===== src/design/pva_pkg.sv =====
// ----------------------------------------------------------------------------
// pva_pkg
// Types and fixed constants of the polyphonic voice allocator: item layouts,
// mode and register codes, the voice record and the shared unit interface.
// ----------------------------------------------------------------------------
package pva_pkg;

  // Mode codes of an input item.
  localparam logic [2:0] MODE_NOTE_ON  = 3'd0;
  localparam logic [2:0] MODE_NOTE_OFF = 3'd1;
  localparam logic [2:0] MODE_ALL_OFF  = 3'd2;
  localparam logic [2:0] MODE_RESET    = 3'd3;
  localparam logic [2:0] MODE_TICK     = 3'd4;

  // Configuration register indexes.
  localparam int          CFG_IDX_W       = 2;
  localparam logic [1:0]  CFG_STEAL       = 2'd0;
  localparam logic [1:0]  CFG_ENVELOPES   = 2'd1;
  localparam logic [1:0]  CFG_FADE_STEP   = 2'd2;

  // Q1.16 fade values.
  localparam logic [16:0] FADE_UNITY      = 17'd65536;
  localparam logic [16:0] FADE_STEP_RESET = 17'd2913;

  typedef struct packed {
    logic [2:0]  mode;
    logic [6:0]  note;
    logic [6:0]  velocity;
    logic [15:0] envelope_busy;
  } in_item_t;

  typedef struct packed {
    logic [3:0]  voice_slot;
    logic        accepted;
    logic        stolen;
    logic [15:0] ended_mask;
    logic [15:0] active_mask;
    logic [15:0] gate_mask;
  } out_item_t;

  typedef struct packed {
    logic        steal_enable;
    logic        envelopes_present;
    logic [16:0] fade_step;
  } cfg_t;

  // Per-voice payload held in the voice store.
  typedef struct packed {
    logic [6:0]  note;
    logic [6:0]  velocity;
    logic [31:0] age;
    logic [16:0] fade;
  } voice_rec_t;

  // Shared compare / subtract unit.
  typedef struct packed {
    logic [31:0] a;
    logic [31:0] b;
  } alu_req_t;

  typedef struct packed {
    logic        lt;
    logic        eq;
    logic [31:0] sat_diff;
  } alu_rsp_t;

endpackage


===== src/design/pva_voice_mem.sv =====
// ----------------------------------------------------------------------------
// pva_voice_mem
// Voice store: note, velocity, age stamp and fade of every voice, with one
// write port and one registered read port.
// ----------------------------------------------------------------------------
module pva_voice_mem #(
  parameter int NUM_VOICES = 16,
  parameter int VW         = 4
) (
  input  logic                  clk,
  input  logic                  we_all,
  input  logic                  we_fade,
  input  logic [VW-1:0]         waddr,
  input  pva_pkg::voice_rec_t   wdata,
  input  logic [VW-1:0]         raddr,
  output pva_pkg::voice_rec_t   rdata
);
  import pva_pkg::*;

  logic [6:0]  note_mem [NUM_VOICES];
  logic [6:0]  vel_mem  [NUM_VOICES];
  logic [31:0] age_mem  [NUM_VOICES];
  logic [16:0] fade_mem [NUM_VOICES];

  voice_rec_t rdata_r;

  // A note on writes the whole record; a block tick writes the fade only.
  always_ff @(posedge clk) begin
    if (we_all) begin
      note_mem[waddr] <= wdata.note;
      vel_mem[waddr]  <= wdata.velocity;
      age_mem[waddr]  <= wdata.age;
    end
    if (we_all || we_fade) begin
      fade_mem[waddr] <= wdata.fade;
    end
  end

  // Registered read.
  always_ff @(posedge clk) begin
    rdata_r.note     <= note_mem[raddr];
    rdata_r.velocity <= vel_mem[raddr];
    rdata_r.age      <= age_mem[raddr];
    rdata_r.fade     <= fade_mem[raddr];
  end

  assign rdata = rdata_r;

endmodule


===== src/design/pva_alu.sv =====
// ----------------------------------------------------------------------------
// pva_alu
// Shared unit: one 32-bit subtract gives less-than, equality and a
// difference that stops at zero.
// ----------------------------------------------------------------------------
module pva_alu (
  input  pva_pkg::alu_req_t req,
  output pva_pkg::alu_rsp_t rsp
);
  import pva_pkg::*;

  logic [32:0] diff;

  // The borrow of the subtract is the less-than result.
  always_comb begin
    diff         = {1'b0, req.a} - {1'b0, req.b};
    rsp.lt       = diff[32];
    rsp.eq       = (req.a == req.b);
    rsp.sat_diff = (diff[32] || (req.a == req.b)) ? 32'd0 : diff[31:0];
  end

endmodule


===== src/design/pva_core.sv =====
// ----------------------------------------------------------------------------
// pva_core
// Sequencer of the allocator: walks the voices one per cycle through the
// voice store and the shared unit, then commits the item's outcome.
// ----------------------------------------------------------------------------
module pva_core #(
  parameter int NUM_VOICES = 16
) (
  input  logic                clk,
  input  logic                rst_n,
  input  logic                start,
  input  pva_pkg::in_item_t   item,
  input  pva_pkg::cfg_t       cfg,
  output logic                busy,
  output logic                res_valid,
  input  logic                res_take,
  output pva_pkg::out_item_t  res
);
  import pva_pkg::*;

  localparam int VW = (NUM_VOICES > 1) ? $clog2(NUM_VOICES) : 1;
  localparam int CW = $clog2(NUM_VOICES + 1);

  localparam logic [1:0] S_IDLE   = 2'd0;
  localparam logic [1:0] S_WALK   = 2'd1;
  localparam logic [1:0] S_FINISH = 2'd2;
  localparam logic [1:0] S_DONE   = 2'd3;

  logic [1:0]            state_r, state_nxt;
  in_item_t              item_r;
  logic [CW-1:0]         cnt_r, cnt_nxt;
  logic                  pv_r, pv_nxt;
  logic [VW-1:0]         pidx_r, pidx_nxt;
  logic [NUM_VOICES-1:0] active_r, active_nxt;
  logic [NUM_VOICES-1:0] gate_r, gate_nxt;
  logic [NUM_VOICES-1:0] ended_r, ended_nxt;
  logic                  free_found_r, free_found_nxt;
  logic [VW-1:0]         free_idx_r, free_idx_nxt;
  logic [VW-1:0]         best_idx_r, best_idx_nxt;
  logic [31:0]           best_age_r, best_age_nxt;
  logic [31:0]           age_clock_r, age_clock_nxt;
  logic [3:0]            res_idx_r, res_idx_nxt;
  logic                  res_acc_r, res_acc_nxt;
  logic                  res_stl_r, res_stl_nxt;

  logic                  we_all, we_fade;
  logic [VW-1:0]         waddr, raddr;
  voice_rec_t            wdata, rdata;
  alu_req_t              alu_req;
  alu_rsp_t              alu_rsp;
  logic [NUM_VOICES-1:0] busy_ext;
  logic [15:0]           act16, gate16, ended16;
  logic [16:0]           new_fade;
  logic                  fading, done;
  logic                  commit;
  logic [VW-1:0]         pick;
  logic [VW+3:0]         pick_ext;

  pva_voice_mem #(
    .NUM_VOICES (NUM_VOICES),
    .VW         (VW)
  ) u_mem (
    .clk     (clk),
    .we_all  (we_all),
    .we_fade (we_fade),
    .waddr   (waddr),
    .wdata   (wdata),
    .raddr   (raddr),
    .rdata   (rdata)
  );

  pva_alu u_alu (
    .req (alu_req),
    .rsp (alu_rsp)
  );

  // Map between voices and the 16-bit item masks; voices from 16 upwards
  // see no busy bit and show in no mask.
  for (genvar i = 0; i < NUM_VOICES; i++) begin : g_busy
    if (i < 16) begin : g_lo
      assign busy_ext[i] = item_r.envelope_busy[i];
    end else begin : g_hi
      assign busy_ext[i] = 1'b0;
    end
  end

  for (genvar i = 0; i < 16; i++) begin : g_mask
    if (i < NUM_VOICES) begin : g_in
      assign act16[i]   = active_r[i];
      assign gate16[i]  = gate_r[i];
      assign ended16[i] = ended_r[i];
    end else begin : g_out
      assign act16[i]   = 1'b0;
      assign gate16[i]  = 1'b0;
      assign ended16[i] = 1'b0;
    end
  end

  // Operand selection for the shared unit by mode.
  always_comb begin
    alu_req = '0;
    case (item_r.mode)
      MODE_NOTE_ON: begin
        alu_req.a = rdata.age;
        alu_req.b = best_age_r;
      end
      MODE_NOTE_OFF: begin
        alu_req.a = {25'd0, rdata.note};
        alu_req.b = {25'd0, item_r.note};
      end
      MODE_TICK: begin
        alu_req.a = {15'd0, rdata.fade};
        alu_req.b = {15'd0, cfg.fade_step};
      end
      default: begin
        alu_req = '0;
      end
    endcase
  end

  // Fade and finish test of the voice under way in a block tick.
  always_comb begin
    fading   = !cfg.envelopes_present && !gate_r[pidx_r];
    new_fade = fading ? alu_rsp.sat_diff[16:0] : rdata.fade;
    done     = cfg.envelopes_present ? !busy_ext[pidx_r] : (new_fade == 17'd0);
  end

  // Choice of voice for a note on.
  always_comb begin
    commit   = free_found_r || cfg.steal_enable;
    pick     = free_found_r ? free_idx_r : best_idx_r;
    pick_ext = (VW + 4)'(pick);
  end

  // Sequencer.
  always_comb begin
    state_nxt      = state_r;
    cnt_nxt        = cnt_r;
    pv_nxt         = 1'b0;
    pidx_nxt       = pidx_r;
    active_nxt     = active_r;
    gate_nxt       = gate_r;
    ended_nxt      = ended_r;
    free_found_nxt = free_found_r;
    free_idx_nxt   = free_idx_r;
    best_idx_nxt   = best_idx_r;
    best_age_nxt   = best_age_r;
    age_clock_nxt  = age_clock_r;
    res_idx_nxt    = res_idx_r;
    res_acc_nxt    = res_acc_r;
    res_stl_nxt    = res_stl_r;
    we_all         = 1'b0;
    we_fade        = 1'b0;
    waddr          = pidx_r;
    wdata          = '0;
    raddr          = cnt_r[VW-1:0];

    case (state_r)
      S_IDLE: begin
        if (start) begin
          cnt_nxt        = '0;
          free_found_nxt = 1'b0;
          ended_nxt      = '0;
          if (item.mode == MODE_NOTE_ON || item.mode == MODE_NOTE_OFF ||
              item.mode == MODE_TICK) begin
            state_nxt = S_WALK;
          end else begin
            state_nxt = S_FINISH;
          end
        end
      end

      S_WALK: begin
        // Issue the next read while the previous voice is handled.
        if (cnt_r < CW'(NUM_VOICES)) begin
          pv_nxt   = 1'b1;
          pidx_nxt = cnt_r[VW-1:0];
          cnt_nxt  = cnt_r + 1'b1;
        end else begin
          state_nxt = S_FINISH;
        end

        if (pv_r) begin
          case (item_r.mode)
            MODE_NOTE_ON: begin
              if (!active_r[pidx_r] && !free_found_r) begin
                free_found_nxt = 1'b1;
                free_idx_nxt   = pidx_r;
              end
              if (pidx_r == '0 || alu_rsp.lt) begin
                best_idx_nxt = pidx_r;
                best_age_nxt = rdata.age;
              end
            end
            MODE_NOTE_OFF: begin
              if (active_r[pidx_r] && alu_rsp.eq) begin
                gate_nxt[pidx_r] = 1'b0;
              end
            end
            MODE_TICK: begin
              if (active_r[pidx_r]) begin
                we_fade    = fading;
                wdata.fade = new_fade;
                if (!gate_r[pidx_r] && done) begin
                  active_nxt[pidx_r] = 1'b0;
                  ended_nxt[pidx_r]  = 1'b1;
                end
              end
            end
            default: begin
              pv_nxt = 1'b0;
            end
          endcase
        end
      end

      S_FINISH: begin
        res_idx_nxt = 4'd0;
        res_acc_nxt = 1'b0;
        res_stl_nxt = 1'b0;
        state_nxt   = S_DONE;
        case (item_r.mode)
          MODE_NOTE_ON: begin
            if (commit) begin
              age_clock_nxt    = age_clock_r + 32'd1;
              we_all           = 1'b1;
              waddr            = pick;
              wdata.note       = item_r.note;
              wdata.velocity   = item_r.velocity;
              wdata.age        = age_clock_r + 32'd1;
              wdata.fade       = FADE_UNITY;
              active_nxt[pick] = 1'b1;
              gate_nxt[pick]   = 1'b1;
              res_idx_nxt      = pick_ext[3:0];
              res_acc_nxt      = 1'b1;
              res_stl_nxt      = !free_found_r;
            end
          end
          MODE_ALL_OFF: begin
            gate_nxt = '0;
          end
          MODE_RESET: begin
            active_nxt = '0;
            gate_nxt   = '0;
          end
          default: begin
            res_acc_nxt = 1'b0;
          end
        endcase
      end

      S_DONE: begin
        if (res_take) begin
          state_nxt = S_IDLE;
        end
      end

      default: begin
        state_nxt = S_IDLE;
      end
    endcase
  end

  // Control state.
  always_ff @(posedge clk) begin
    if (!rst_n) begin
      state_r     <= S_IDLE;
      pv_r        <= 1'b0;
      active_r    <= '0;
      gate_r      <= '0;
      age_clock_r <= '0;
    end else begin
      state_r     <= state_nxt;
      pv_r        <= pv_nxt;
      active_r    <= active_nxt;
      gate_r      <= gate_nxt;
      age_clock_r <= age_clock_nxt;
    end
  end

  // Working and result registers.
  always_ff @(posedge clk) begin
    if (start && state_r == S_IDLE) begin
      item_r <= item;
    end
    cnt_r        <= cnt_nxt;
    pidx_r       <= pidx_nxt;
    ended_r      <= ended_nxt;
    free_found_r <= free_found_nxt;
    free_idx_r   <= free_idx_nxt;
    best_idx_r   <= best_idx_nxt;
    best_age_r   <= best_age_nxt;
    res_idx_r    <= res_idx_nxt;
    res_acc_r    <= res_acc_nxt;
    res_stl_r    <= res_stl_nxt;
  end

  // Result of the finished item; masks show the state after the item.
  always_comb begin
    res.voice_slot  = res_idx_r;
    res.accepted    = res_acc_r;
    res.stolen      = res_stl_r;
    res.ended_mask  = (item_r.mode == MODE_TICK) ? ended16 : 16'd0;
    res.active_mask = act16;
    res.gate_mask   = gate16;
  end

  assign busy      = (state_r != S_IDLE);
  assign res_valid = (state_r == S_DONE);

endmodule


===== src/design/polyphonic_voice_allocator_unit.sv =====
// ----------------------------------------------------------------------------
// polyphonic_voice_allocator_unit
// Voice pool with oldest-voice stealing, note off, all notes off, reset and
// a per-block release fade or envelope-busy end of voices.
// ----------------------------------------------------------------------------
// The block handles one item at a time. A note on, note off or block tick
// walks every voice once, reading one voice per cycle from the voice store
// into a single shared compare and subtract unit, then a finish step sets
// the result; all notes off, reset and the unused mode codes skip the walk
// and go straight to the finish step. in_stall is high while an item is
// under way or its result cannot yet move into the output register; a result
// that waits there does not hold up the next item. Configuration writes are
// always taken and should be made only while the block is idle.
// ----------------------------------------------------------------------------
module polyphonic_voice_allocator_unit #(
  parameter int NUM_VOICES = 16
) (
  input  logic                         clk,
  input  logic                         rst_n,
  input  logic                         in_valid,
  output logic                         in_stall,
  input  pva_pkg::in_item_t            in_data,
  output logic                         out_valid,
  input  logic                         out_stall,
  output pva_pkg::out_item_t           out_data,
  input  logic                         cfg_valid,
  output logic                         cfg_ready,
  input  logic [pva_pkg::CFG_IDX_W-1:0] cfg_index,
  input  logic [16:0]                  cfg_data
);
  import pva_pkg::*;

  cfg_t      cfg_r;
  logic      core_busy;
  logic      res_valid;
  logic      res_take;
  out_item_t res;
  logic      out_valid_r;
  out_item_t out_data_r;

  pva_core #(
    .NUM_VOICES (NUM_VOICES)
  ) u_core (
    .clk       (clk),
    .rst_n     (rst_n),
    .start     (in_valid && !in_stall),
    .item      (in_data),
    .cfg       (cfg_r),
    .busy      (core_busy),
    .res_valid (res_valid),
    .res_take  (res_take),
    .res       (res)
  );

  // Configuration registers.
  always_ff @(posedge clk) begin
    if (!rst_n) begin
      cfg_r.steal_enable      <= 1'b1;
      cfg_r.envelopes_present <= 1'b0;
      cfg_r.fade_step         <= FADE_STEP_RESET;
    end else if (cfg_valid && cfg_ready) begin
      case (cfg_index)
        CFG_STEAL:     cfg_r.steal_enable      <= cfg_data[0];
        CFG_ENVELOPES: cfg_r.envelopes_present <= cfg_data[0];
        CFG_FADE_STEP: cfg_r.fade_step         <= cfg_data;
        default:       cfg_r                   <= cfg_r;
      endcase
    end
  end

  assign cfg_ready = 1'b1;

  // Output register: a finished item moves in when it is empty or emptying.
  assign res_take = res_valid && (!out_valid_r || !out_stall);

  always_ff @(posedge clk) begin
    if (!rst_n) begin
      out_valid_r <= 1'b0;
    end else if (res_take) begin
      out_valid_r <= 1'b1;
    end else if (!out_stall) begin
      out_valid_r <= 1'b0;
    end
  end

  always_ff @(posedge clk) begin
    if (res_take) begin
      out_data_r <= res;
    end
  end

  assign in_stall  = core_busy;
  assign out_valid = out_valid_r;
  assign out_data  = out_data_r;

endmodule


===== config.mk =====
export PLATFORM = sky130hd
export DESIGN_NAME = polyphonic_voice_allocator_unit
export DESIGN_NICKNAME = d
export VERILOG_FILES = /design/src/design/pva_pkg.sv /design/src/design/pva_voice_mem.sv /design/src/design/pva_alu.sv /design/src/design/pva_core.sv /design/src/design/polyphonic_voice_allocator_unit.sv
export SDC_FILE = /design/constraint.sdc
export NUM_CORES = 1
export LEC_CHECK = 0
export BUFFER_PORTS_ARGS = -buffer_cell sky130_fd_sc_hd__clkbuf_2
export CAP_MARGIN = 25
export CORE_UTILIZATION = 45
export CTS_CLUSTER_DIAMETER = 50
export DETAILED_ROUTE_END_ITERATION = 16
export GPL_TIMING_DRIVEN = 0
export PLACE_DENSITY = 0.68
export SLEW_MARGIN = 20
export SYNTH_ARGS = -nofsm -noshare
export SYNTH_HDL_FRONTEND = slang
export SYNTH_SLANG_ARGS = --single-unit

===== constraint.sdc =====
create_clock -name clk -period 8.3 [get_ports clk]
set_clock_uncertainty 0.2 [all_clocks]
set_input_delay 0.415 -clock clk [delete_from_list [all_inputs] [get_ports clk]]
set_output_delay 0.415 -clock clk [all_outputs]
set_load 0.03 [all_outputs]

# --- Word level (Yosys, flattened, before mapping) ---
# Memory sizes are Yosys's and may differ from the RTL's. A register that Yosys moved wholly into a read port is not among the register bits.
# Index checks and enable logic that the tools add are counted.
# Widths: inputs -> output; s select.
op_classes:
  n_addsub: 3
  magnitude_cmp: 5
  n_eq_ne: 28
  n_mux: 73
  n_bitwise: 6
  n_reduce_logical: 50
ops:
  columns: ["op", "count"]
  rows:
  - ["$mux 16", 14]
  - ["$pmux 64 s3", 1]
  - ["$pmux 16 s2", 5]
  - ["$mux 63", 2]
  - ["$mux 17", 5]
  - ["$or 16x16->16", 3]
  - ["$mux 46", 1]
  - ["$pmux 17 s2", 1]
  - ["$sub 32x32->33", 1]
  - ["$add 32x1->32 const B", 1]
  - ["$and 16x16->16", 2]
  - ["$eq 32x32->1", 1]
  - ["$mux 1", 26]
  - ["$ne 2x1->1 const B", 11]
  - ["$logic_not 17->1", 1]
  - ["$mux 4", 4]
  - ["$not 16->16", 1]
  - ["$bmux 1 s4", 3]
  - ["$reduce_and 2->1", 6]
  - ["$reduce_and 6->1", 2]
  - ["$lt 4x5->1 const B", 2]
  - ["$mux 5", 2]
  - ["$pmux 5 s2", 1]
  - ["$logic_and 1x1->1", 9]
  - ["other kinds (27)", 60]
totals:
  regBits: 246
  ram_bits: 896
  inputBits: 57
  output_inout_bits: 57
  wordCells: 197
  n_memories: 3
mem_list:
  columns: ["name", "words", "word_bits", "read_ports", "rd_clocked_by_memory_dff", "wr", "line", "rtl"]
  rows:
  - ["u_core.u_mem.age_mem", 16, 32, 1, 1, 1, "pva_voice_mem.sv:22", "logic [31:0] age_mem [NUM_VOICES];"]
  - ["u_core.u_mem.fade_mem", 16, 17, 1, 1, 1, "pva_voice_mem.sv:23", "logic [16:0] fade_mem [NUM_VOICES];"]
  - ["u_core.u_mem.note_mem", 16, 7, 1, 1, 1, "pva_voice_mem.sv:20", "logic [6:0] note_mem [NUM_VOICES];"]

# --- Logic depth before layout (Yosys ltp) ---
depth:
  ltp_word: 14
  depth_mapped: 20
  depth_no_buf: 16

# --- Hierarchy ---
# From an unflattened synthesis, not the netlist that was laid out.
hier_totals:
  hier_cells: 3072
  area_unflattened_um2: 52902.0
by_module_without_submodules:
  columns: ["module", "instances", "cells_each", "area_per_inst_um2", "seq_area_each_um2"]
  rows:
  - ["pva_voice_mem", 1, 1649, 39086.2, 31530.2]
  - ["pva_core", 1, 954, 9276.4, 4494.3]
  - ["polyphonic_voice_allocator_unit", 1, 144, 2473.6, 2021.9]
  - ["pva_alu", 1, 325, 2065.7, 0.0]

# --- Worst setup path before layout ---
# Ideal clock, no wire load.
synth_path:
  path_type: "flip-flop to flip-flop"
  startpoint: "register u_core.item_r[30] in the netlist's numbering"
  endpoint: "register u_core.best_age_r[0], enable pin"
  setup_time_ns: 0.474
  t_arrival_ns: 5.397
  required_time_ns: 7.626
  slack_ns: 2.229
  path_stages_with_launch: 16
  path_buffers: 2
  period_less_slack_ns: 6.071
  path_cell_list: "edfxtp_1 -> clkbuf_1 -> clkbuf_1 -> mux2i_1 -> o21ai_0 -> nand2_1 -> ha_1 -> inv_1 -> fa_1 -> nand3_1 -> a211o_1 -> and2_1 -> o31ai_1 -> a21oi_1 -> nor2_1 -> nor3_1"
synth_between:
  elab_chain_len: 5
  word_cells_on_any_way: 7
  classes_between: "add/sub: 1; eq/ne: 2; mux: 1; reduce/logical: 3"
synth_rtl:
  columns: ["element", "line", "rtl"]
  rows:
  - ["start, declared", "pva_core.sv:30", "in_item_t item_r;"]
  - ["start signal, assigned", "pva_core.sv:284", "item_r <= item;"]
  - ["$eq 3x3->1, or another cell as far along", "pva_core.sv:102", "case (item_r.mode)"]
  - ["$pmux 64 s3", "pva_core.sv:102", null]
  - ["$sub 32x32->33", "pva_alu.sv:16", "diff = {1'b0, req.a} - {1'b0, req.b};"]
  - ["$logic_or 1x1->1", "pva_core.sv:190", "if (pidx_r == '0 || alu_rsp.lt) begin"]
  - ["$reduce_and 4->1 (no source line) *", null, null]
  - ["end signal, assigned", "pva_core.sv:292", "best_age_r <= best_age_nxt;"]
  - ["end, declared", "pva_core.sv:40", "logic [31:0] best_age_r, best_age_nxt;"]
# Mark *: on every way between the ends. The rest lies on a longest branch, timed or not.
# A chain may end at the register's enable or synchronous reset.

==> impl_metrics.tcl <==
set metrics [dict create \
    status "completed" \
    grt_pass1_vias 26490 \
    cts_buffer_depth 3 \
    syn_area_mm2 0.04731 \
    row_count 118 \
    synth_compound_area_frac 0.03780 \
    cts_made_buffers 116 \
    finalSetupViolations 0 \
    synth-xor-area-share 0.009072 \
    final_common_cell "edfxtp_1" \
    synthArstFlopShare 0 \
    die_y_um 326.2 \
    port_buffers 104 \
    syn_inst 2615 \
    wl_met3_um 10570 \
    stdcell_count 4448 \
    arrival_ps 7500 \
    vias 26550 \
    detail-route-antenna-nets 0 \
    period_needed_ps 7330 \
    max_freq_mhz 136.4 \
    rsz0062_at_grt "no" \
    ctsResizeCount 0 \
    drv_slew 0 \
    gp_congestion 0.9541 \
    worst_slack_ps 970.4 \
    layout.nets 3060 \
    wire_per_inst_um 28.18 \
    top_layer "met5" \
    crit_type "reg2reg" \
    initial_core_util 0.4551 \
    first_iter_violations 3222 \
    dr_wl_met2_um 60820 \
    muxShareOfSynthArea 0.1448 \
    maxCapViolations 0 \
    synth_edf_count 1048 \
    holdCritPathClass "in2reg" \
    wirelength_um 125400 \
    antenna_found_initial 2 \
    grt_max_degree 29 \
    area_growth_syn_to_layout_pct 17.87 \
    first_pass_iters 5 \
    synth_top_family_by_area "multiplexers" \
    cts_root_buf "clkbuf_16" \
    track_usage 0.2358 \
    hold_viol 0 \
    clkTransAtPathRegs_ps 60 \
    synth_flop_cell "edfxtp_1" \
    total_power_mw 16.51 \
    postCtsHoldBufs 53 \
    finalCritPeriodShare 0.8831 \
    ys_types 68 \
    clock_latency_ps 720 \
    io-pin-count 114 \
    die_w_um 326.2 \
    cts_sinks 1191 \
    yosys.area_share.simple 0.05869 \
    drive_gt1_frac 0.2410 \
    syn_avg_cell_area_um2 18.09 \
    cts_tree "yes" \
    synth_fa_ha_area_frac 0.01074 \
    met1_length_um 49720 \
    htreeDepth 3 \
    leakage_nw 16.86 \
    ys_seq_elements 1191 \
    vias_per_cell 5.969 \
    seq_area_frac_synth 0.7258 \
    floorplan.die_area_mm2 0.1064 \
    yosys_warnings 0 \
    place_ws_ps 1119 \
    start_kind "register" \
    cp.required_ps 8470 \
    whs_ps 46.25 \
    grt_overflow 0 \
    post-cts-setup-buffer-count 0 \
    drc_errors 0 \
    slew_headroom 0.2927 \
    cellPowerDensity_mw_per_mm2 296.1 \
    design_area_mm2 0.05576 \
    core_area_mm2 0.1039 \
    dpl_cell_area_mm2 0.05096 \
    worstMarginPinSlew_ps 1057 \
    grt_pass1_wl_um 181400 \
    place_hpwl_um 85920 \
    mostFrequentLayoutCells "edfxtp_1 (1,048), mux4_2 (292), nand2_1 (164)" \
    crit_fanout 16 \
    cp-end-kind "register" \
    syn-num-nets 2712 \
    dp.cells 4153 \
    ir_worst_vdd_uv 210.3 \
]
[metrics by stage]
| stage | utilization | setup TNS (ps) |
|---|---|---|
| 2_1_floorplan | - | 0 |
| 3_3_place_gp | 0.4768 | -63760 |
| 3_5_place_dp | 0.4902 | 0 |
| 4_1_cts | 0.5346 | 0 |
| 5_1_grt | 0.5365 | 0 |
| 6_report | 0.5365 | 0 |
[final timing paths]
path	start	endpoint	slack, ps	cells past startpoint
min	cfg_index[0]	cfg_r[4]$_SDFFE_PN0P_	50	4
max	u_core.item_r[30]$_DFFE_PP_	u_core.u_mem.fade_mem[11][4]$_DFFE_PP_	970	17
max reg2reg	u_core.item_r[30]$_DFFE_PP_	u_core.u_mem.fade_mem[11][4]$_DFFE_PP_	970	17
min reg2reg	u_core.u_mem.rdata[45]$_DFF_P_	u_core.best_age_r[28]$_DFFE_PP_	230	0
[cell type report]
cell class	instances	area [um2]
fillers	8008	48180
well taps	1380	1727
inverters	23	86.33
clock buffers	157	3222
plain buffers	136	550.5
diodes	1	2.502
multi-input cells	1265	12650
clock inverters	65	853.3
flip-flops and latches	1191	34330
repair buffers	230	2333
[routing by layer]
layer	track usage	vias up
li1	-	11170
met1	0.3196	13790
met2	0.3854	1354
met3	0.04075	236
met4	0.08389	2
met5	0	-
[cell usage after synthesis (all sizes together) (3+ instances only)]
cell type  number  area (um2)
and3           33       206.5
nand4          14       87.58
a21oi          67       335.3
edfxtp       1048       31470
a22oi          12       90.09
nor3b           4       30.03
o21a           15       112.6
dfxtp         143        2863
a21o            6       45.04
inv            22       82.58
a32o            3       30.03
nor3           17       85.08
or4            17       127.6
nand2         164       615.6
nand2b         10       62.56
mux2            3       33.78
a32oi           3       26.28
ha             39       488.0
nor4           20       125.1
a2111oi         3       38.79
o2111ai         3       26.28
o211ai          5       37.54
a22o           11       96.34
nor2          150       563.0
and2           52       325.3
clkbuf        111       416.7
a2bb2oi         4       35.03
o22ai           3       18.77
mux2i          24       240.2
buf            25       115.1
xnor2          31       271.5
o21ai          98       490.5
xor2           18       157.7
nand3          36       180.2
mux4          292        6576
a31oi           4       25.02
or3            27       173.9
or2             8       50.05
a21boi         29       217.7
nor2b          13       81.33
[registers in the layout, summed over array words and instances, names as in the netlist, 19 cells and up]
| signal | cells |
|---|---|
| u_core.u_mem.age_mem | 512 |
| u_core.u_mem.fade_mem | 272 |
| u_core.u_mem.note_mem | 112 |
| u_core.u_mem.rdata | 56 |
| out_data | 54 |
| u_core.age_clock_r | 32 |
| u_core.best_age_r | 32 |
| cfg_r | 19 |
[report_power, final]
part	internal [mW]	switching (mW)	total [mW]
Sequential	6.79	0.242	7.03
Combinational	1.59	2.36	3.95
Clock	3.22	2.31	5.53
Total	11.6	4.91	16.5
[kinds of logic after synthesis]
| kind of cell | Yosys count |
|---|---|
| DFF | 1191 |
| and+or+nand+nor | 572 |
| muxes | 319 |
| AOI/OAI and AO/OA | 284 |
| buffers and inverters | 159 |
| xor gates and xnor gates | 49 |
| adders and majority gates | 40 |
| other | 1 |
[worst max-delay path, stage by stage, from the launching register on]
cell	delay (ps)
edfxtp_1	370
clkbuf_1	360
nor3_1	600
buf_2	290
clkbuf_1	560
a22oi_1	190
ha_1	310
clkbuf_1	340
nand3_1	230
a211o_1	350
and2_1	190
o31ai_1	840
o21ai_0	450
buf_2	290
clkbuf_1	260
nor4_1	360
a21oi_1	80
nor2_1	700
Note: power is estimated with default switching activity, not from simulation.
